--- config.mk ---
export PLATFORM = sky130hd
export DESIGN_NAME = sorted_priority_queue
export DESIGN_NICKNAME = d
export VERILOG_FILES = /design/src/sv/spq_pkg.sv /design/src/sv/spq_cell.sv /design/src/sv/sorted_priority_queue.sv
export SDC_FILE = /design/constraint.sdc
export NUM_CORES = 2
export LEC_CHECK = 0
export ABC_AREA = 1
export BUFFER_PORTS_ARGS = -buffer_cell sky130_fd_sc_hd__buf_2
export CAP_MARGIN = 20
export CELL_PAD_IN_SITES_DETAIL_PLACEMENT = 0
export CELL_PAD_IN_SITES_GLOBAL_PLACEMENT = 2
export CORE_MARGIN = 4
export CORE_UTILIZATION = 30
export DETAILED_ROUTE_END_ITERATION = 16
export GPL_ROUTABILITY_DRIVEN = 0
export HOLD_SLACK_MARGIN = 0.03
export PLACE_DENSITY_LB_ADDON = 0.25
export SLEW_MARGIN = 20
export SYNTH_ARGS = -nofsm -noshare
export SYNTH_HDL_FRONTEND = slang
export SYNTH_SLANG_ARGS = --single-unit
--- constraint.sdc ---
create_clock -name clk -period 10.1 [get_ports clk]
set_clock_uncertainty 0.1 [all_clocks]
set_input_delay 1.515 -clock clk [delete_from_list [all_inputs] [get_ports clk]]
set_output_delay 1.515 -clock clk [all_outputs]
set_load 0.01 [all_outputs]
--- src/sv/spq_pkg.sv ---
`timescale 1ns / 1ps
// ----------------------------------------------------------------------------
// spq_pkg: shared definitions for the sorted priority queue
// Operation and error codes, default sizes and the control word that the
// queue top broadcasts to every cell of the sorted chain.
// ----------------------------------------------------------------------------
package spq_pkg;

  localparam int DEPTH_DEF    = 16;
  localparam int KEY_BITS_DEF = 32;

  localparam int OP_BITS  = 2;
  localparam int ERR_BITS = 2;

  // Operation codes of an input beat
  localparam logic [OP_BITS-1:0] OP_ENQ   = 2'd0;
  localparam logic [OP_BITS-1:0] OP_DEQ   = 2'd1;
  localparam logic [OP_BITS-1:0] OP_CLEAR = 2'd2;
  localparam logic [OP_BITS-1:0] OP_NOP   = 2'd3;

  // Error codes of a result beat
  localparam logic [ERR_BITS-1:0] ERR_NONE  = 2'd0;
  localparam logic [ERR_BITS-1:0] ERR_EMPTY = 2'd1;
  localparam logic [ERR_BITS-1:0] ERR_FULL  = 2'd2;

  // Per-cycle command seen by all cells
  typedef struct packed {
    logic insert;  // place the new key, shifting larger keys toward the tail
    logic remove;  // shift every key one cell toward the head
  } cell_ctrl_t;

endpackage

--- src/sv/spq_cell.sv ---
`timescale 1ns / 1ps
// ----------------------------------------------------------------------------
// spq_cell: one slot of the sorted key chain
// Holds one key, compares it with the broadcast key and either holds,
// takes the new key, takes its left neighbor's key or its right neighbor's.
// ----------------------------------------------------------------------------
module spq_cell #(
  parameter int KEY_BITS = spq_pkg::KEY_BITS_DEF
) (
  input  logic                       clk,
  input  spq_pkg::cell_ctrl_t        ctrl,
  input  logic                       occupied,
  input  logic signed [KEY_BITS-1:0] new_key,
  input  logic signed [KEY_BITS-1:0] left_key,
  input  logic                       left_gt,
  input  logic signed [KEY_BITS-1:0] right_key,
  output logic signed [KEY_BITS-1:0] key,
  output logic                       gt
);

  logic signed [KEY_BITS-1:0] key_r;
  logic signed [KEY_BITS-1:0] key_nxt;

  // Flag a held key that sorts after the new key
  assign gt  = occupied && (key_r > new_key);
  assign key = key_r;

  // Pick the next key: shift in from the left, drop in the new key, advance or hold
  always_comb begin
    key_nxt = key_r;
    if (ctrl.insert) begin
      if (left_gt) begin
        key_nxt = left_key;
      end else if (gt || !occupied) begin
        key_nxt = new_key;
      end
    end else if (ctrl.remove) begin
      key_nxt = right_key;
    end
  end

  always_ff @(posedge clk) begin
    key_r <= key_nxt;
  end

endmodule

--- src/sv/sorted_priority_queue.sv ---
`timescale 1ns / 1ps
// ----------------------------------------------------------------------------
// sorted_priority_queue: bounded minimum priority queue on a sorted chain
// Keys sit in a row of cells in ascending order; every cell compares the
// incoming key at once, so the whole chain updates at the edge taking a beat.
// ----------------------------------------------------------------------------
// Usage:
//   Input channel: drive in_operation / in_priority_req and raise start; the
//   beat is taken at the clock edge where start is high and busy is low.
//   busy is never raised, so one beat can be taken every cycle.
//   Operations: enqueue a signed key, dequeue the smallest key, clear.
//   Result channel: exactly one result beat per input beat, in the cycle after
//   it is taken, shown for one cycle with out_valid high. out_value carries
//   the dequeued key (zero otherwise), out_value_valid marks it, out_error
//   reports dequeue from empty or enqueue into full (key dropped), and
//   out_occupancy gives the number of keys held afterwards.
//   Throughput 1 beat per cycle, set by the compare in each cell and the
//   one-step shift along the chain.
//   Reset (rst_n low, synchronous) empties the queue and drops any pending
//   result strobe; the key cells themselves are not cleared.
//   The receiver cannot stall: a result beat is taken the cycle it appears.
// ----------------------------------------------------------------------------
module sorted_priority_queue #(
  parameter int DEPTH    = spq_pkg::DEPTH_DEF,
  parameter int KEY_BITS = spq_pkg::KEY_BITS_DEF,
  parameter int CNT_W    = $clog2(DEPTH + 1)
) (
  input  logic                         clk,
  input  logic                         rst_n,
  input  logic                         start,
  output logic                         busy,
  input  logic [spq_pkg::OP_BITS-1:0]  in_operation,
  input  logic signed [KEY_BITS-1:0]   in_priority_req,
  output logic                         out_valid,
  output logic signed [KEY_BITS-1:0]   out_value,
  output logic                         out_value_valid,
  output logic [spq_pkg::ERR_BITS-1:0] out_error,
  output logic [CNT_W-1:0]             out_occupancy
);

  localparam logic [CNT_W-1:0] FULL_CNT = CNT_W'(DEPTH);

  logic                         accept;
  logic                         empty;
  logic                         full;
  spq_pkg::cell_ctrl_t          ctrl;
  logic signed [KEY_BITS-1:0]   key_q [DEPTH];
  logic                         gt    [DEPTH];
  logic                         occ   [DEPTH];

  logic [CNT_W-1:0]             count_r, count_nxt;
  logic                         out_valid_r;
  logic signed [KEY_BITS-1:0]   out_value_r, out_value_nxt;
  logic                         out_value_valid_r, out_value_valid_nxt;
  logic [spq_pkg::ERR_BITS-1:0] out_error_r, out_error_nxt;

  assign busy   = 1'b0;
  assign accept = start && !busy;
  assign empty  = (count_r == '0);
  assign full   = (count_r == FULL_CNT);

  // Decode the beat into the chain command, count update and result
  always_comb begin
    ctrl.insert         = 1'b0;
    ctrl.remove         = 1'b0;
    count_nxt           = count_r;
    out_value_nxt       = '0;
    out_value_valid_nxt = 1'b0;
    out_error_nxt       = spq_pkg::ERR_NONE;
    if (accept) begin
      case (in_operation)
        spq_pkg::OP_ENQ: begin
          if (full) begin
            out_error_nxt = spq_pkg::ERR_FULL;
          end else begin
            ctrl.insert = 1'b1;
            count_nxt   = count_r + 1'b1;
          end
        end
        spq_pkg::OP_DEQ: begin
          if (empty) begin
            out_error_nxt = spq_pkg::ERR_EMPTY;
          end else begin
            ctrl.remove         = 1'b1;
            count_nxt           = count_r - 1'b1;
            out_value_nxt       = key_q[0];
            out_value_valid_nxt = 1'b1;
          end
        end
        spq_pkg::OP_CLEAR: begin
          count_nxt = '0;
        end
        default: begin
          count_nxt = count_r;
        end
      endcase
    end
  end

  // Build the chain; each cell sees its neighbors' keys and its left neighbor's compare flag
  for (genvar i = 0; i < DEPTH; i++) begin : g_cell
    logic signed [KEY_BITS-1:0] left_key;
    logic                       left_gt;
    logic signed [KEY_BITS-1:0] right_key;

    assign occ[i] = (CNT_W'(i) < count_r);

    if (i == 0) begin : g_head
      assign left_key = '0;
      assign left_gt  = 1'b0;
    end else begin : g_body
      assign left_key = key_q[i-1];
      assign left_gt  = gt[i-1];
    end

    if (i == DEPTH - 1) begin : g_tail
      assign right_key = key_q[i];
    end else begin : g_inner
      assign right_key = key_q[i+1];
    end

    spq_cell #(
      .KEY_BITS(KEY_BITS)
    ) u_cell (
      .clk      (clk),
      .ctrl     (ctrl),
      .occupied (occ[i]),
      .new_key  (in_priority_req),
      .left_key (left_key),
      .left_gt  (left_gt),
      .right_key(right_key),
      .key      (key_q[i]),
      .gt       (gt[i])
    );
  end

  // Hold count and control; clear on reset
  always_ff @(posedge clk) begin
    if (!rst_n) begin
      count_r     <= '0;
      out_valid_r <= 1'b0;
    end else begin
      count_r     <= count_nxt;
      out_valid_r <= accept;
    end
  end

  // Register the result beat
  always_ff @(posedge clk) begin
    out_value_r       <= out_value_nxt;
    out_value_valid_r <= out_value_valid_nxt;
    out_error_r       <= out_error_nxt;
  end

  assign out_valid       = out_valid_r;
  assign out_value       = out_value_r;
  assign out_value_valid = out_value_valid_r;
  assign out_error       = out_error_r;
  assign out_occupancy   = count_r;

  // Checks
  a_count_bound: assert property (@(posedge clk) disable iff (!rst_n)
    count_r <= FULL_CNT)
    else $error("entry count exceeds depth");

  a_one_result: assert property (@(posedge clk) disable iff (!rst_n)
    accept |=> out_valid)
    else $error("taken beat gave no result");

  a_no_spurious: assert property (@(posedge clk) disable iff (!rst_n)
    !accept |=> !out_valid)
    else $error("result without a taken beat");

  a_head_sorted: assert property (@(posedge clk) disable iff (!rst_n)
    (count_r >= CNT_W'(2)) |-> (key_q[0] <= key_q[1]))
    else $error("head cells out of order");

  a_value_no_err: assert property (@(posedge clk) disable iff (!rst_n)
    (out_valid && out_value_valid) |-> (out_error == spq_pkg::ERR_NONE))
    else $error("dequeued key reported with an error");

endmodule
==> impl_metrics.csv <==
group,metric,value,unit
clocking,holdBufCountCts,0,
grt,grt_first_pass_wirelength,216000,um
place,port_buffers,77,
clocking,postCtsResizedCells,0,
grt,grt_max_degree,163,
critical_path,arrival,5590,ps
pwr,p_per_area,150,nW/um^2
drt,vias_per_cell,4.71,
clocking,cts_inserted_buffers,76,
drt,drc_errors,0,
flow_run,maxCapViolations,0,
drt,vias,36100,
clocking,clock_path_buffers,3,
floorplanning,die_w,386,um
sta,worst_pin_slew,1110,ps
sta,rsz0062_at_grt,"false",
sta,hold_viol,0,
grt,grtUsageTotal,18.1,%
sta,relSlewSlack,25.8,%
pwr,peakVddDrop,99.8,uV
sta,min_period_over_period,53.5,%
final_layout,area_growth,11.3,%
sta,setup_viol,0,
synthesis,yosysWarnings,0,
critical_path,critPathMaxFanout,34,
status,status,"completed",
floorplanning,fp.dieArea,149000,um^2
floorplanning,core_area,142000,um^2
place,hpwl,100000,um
place,post-place-ws,3870,ps
clocking,cts_tree,"built",
sta,fmax,185,MHz
final_layout,n_antenna_cell,0,
drt,wl_per_cell,17.7,um
final_layout,drive_above_1_share,5.88,%
final_layout,fin_nets,6274,
critical_path,worst_setup_path_start_kind,"input pin",
sta,fin_ws,4700,ps
floorplanning,std_cell_rows,138,
clocking,htree_levels,3,
synthesis,ys_seq_area_share,37.8,%
synthesis,ys_seq_elements,553,
synthesis,async_flop_share,0,%
clocking,clk_transition_reported_paths,50,ps
synthesis,synth_edf_count,512,
floorplanning,num_io_pins,79,
drt,route.antenna.remaining_nets,0,
synthesis,syn_area,42900,um^2
grt,grt_pass1_vias,36800,
drt,drt_iter0_drc,2150,
synthesis,synthesis.nets,6312,
floorplanning,start_util,30.3,%
critical_path,required,10290,ps
place,place_inst,7530,
critical_path,criticalPathCategory,"in -> reg",
drt,first_pass_iters,5,
clocking,cts-root-buf,"clkbuf_16",
pwr,p_leak,0.0236,uW
sta,slew_viol_final,0,
clocking,clkLatencyLatePin,670,ps
drt,drt_wl_total,136000,um
clocking,cts_setup_buffers,0,
critical_path,cp-end-kind,"flop",
sta,tns,0,ps
synthesis,synth.avg_cell_area,7.45,um^2
synthesis,synth_cells,5757,
final_layout,finalNonFillerCells,7668,
floorplanning,die_h,386,um
clocking,cts_sinks,553,
synthesis,synth_cell_types,40,
synthesis,ys.flop_type,"edfxtp_1",
grt,overflow,0,
worst_hold_path,hp-class,"reg -> reg",
grt,antenna_found_initial,2,
sta,min_period,5400,ps
## cells in the mapped netlist (7+ instances only)
cell	count	area share (%)
o21ai_0	99	1.2
inv_1	692	6.1
nand4_1	307	4.5
ha_1	518	15
edfxtp_1	512	36
dfxtp_1	41	1.9
buf_1	35	0.31
clkbuf_1	176	1.5
inv_2	8	0.070
a21oi_1	249	2.9
o21a_1	31	0.54
o21ai_1	11	0.13
nor3_1	7	0.082
a21o_1	14	0.25
nand2_1	2021	18
nor2_2	8	0.12
nor2_1	210	1.8
buf_2	86	1.0
nand3_1	682	8.0
## critical path, cell delays in order
cell     delay (ps)
buf_2           100
inv_1            40
buf_4           360
ha_1            240
nand2_1          70
nor2_1          170
nand4_1         120
inv_1            90
nand2_1          70
nand2_1         160
nand2_1         120
nand3_2         500
nand4_2         890
nand2_1         240
nor2_1          100
nor2_4          750
## layout by cell type (no fill, tap or decap), drive strengths merged
cell,count
a211oi,4
a21boi,1
a21o,14
a21oi,254
a221oi,1
a31oi,1
and2,4
buf,185
bufinv,3
clkbuf,112
clkinv,22
conb,1
dfxtp,41
edfxtp,512
ha,518
inv,702
nand2,2022
nand3,688
nand3b,2
nand4,312
nor2,218
nor3,7
nor3b,2
nor4,5
o211ai,3
o21a,31
o21ai,111
o31ai,1
xor2,1
## kinds of logic (layout without fill, tap and decap cells)
kind of cell / after synthesis / count (layout) / synth area share (%)
other: 1 / 1 / 0.00874
AOI/OAI and AO/OA: 421 / 421 / 5.34
xor gates and xnor gates: 1 / 1 / 0.0204
DFF: 553 / 553 / 37.8
and+or+nand+nor: 3260 / 3260 / 32.7
adders and majority gates: 518 / 518 / 15.1
buffers and inverters: 1003 / 1024 / 9.06
## registers in the layout, indices dropped and copies added, names as in the netlist
signal	cells
g_cell.u_cell.key	512
out_value	32
out_value_valid	1
out_error	2
out_valid	1
out_occupancy	5
## path summary, 6_finish.rpt
path,cells after the start,start,to,slack (ps)
worst min-delay path,2,g_cell[0].u_cell.key[29],out_value[29],420
worst min register to register,2,g_cell[0].u_cell.key[29],out_value[29],420
worst max register to register,10,out_occupancy[1],g_cell[14].u_cell.key[3],5010
worst max-delay path,16,in_priority_req[15],g_cell[14].u_cell.key[3],4700
## area by class of cell
cell class | count | area, um^2
timing repair buffer | 185 | 1240
clock buffer | 112 | 2180
inverter | 702 | 2640
tap | 1890 | 2360
multi-input combinational | 4201 | 22900
clock inverter | 25 | 219
sequential | 553 | 16200
fill | 15300 | 94000
## layer usage
metal	track usage, %	vias to the layer above	wire length, um
li1	-	19100	-
met1	24.4	16400	65100
met2	31.3	436	64200
met3	2.10	118	4090
met4	3.59	0	2550
met5	0	-	0
## stage by stage
step | hold slack, ps | cell area [um^2] | utilization (%) | total power (uW)
floorplan | 366 | 42900 | - | 4030
global placement | 412 | 45300 | 32.0 | 4550
detailed placement | 409 | 45300 | 32.0 | 4570
CTS | 424 | 47700 | 33.7 | 7310
global route | 444 | 47800 | 33.7 | 7640
finish | 416 | 47800 | 33.7 | 7170
## where the power goes
part           internal [uW]  total (uW)  switching [uW]
registers               2720        2830             116
clock network           1570        2680            1110
logic                    504        1660            1160
total                   4790        7170            2380
No activity file was read; power rests on OpenSTA's default activity.
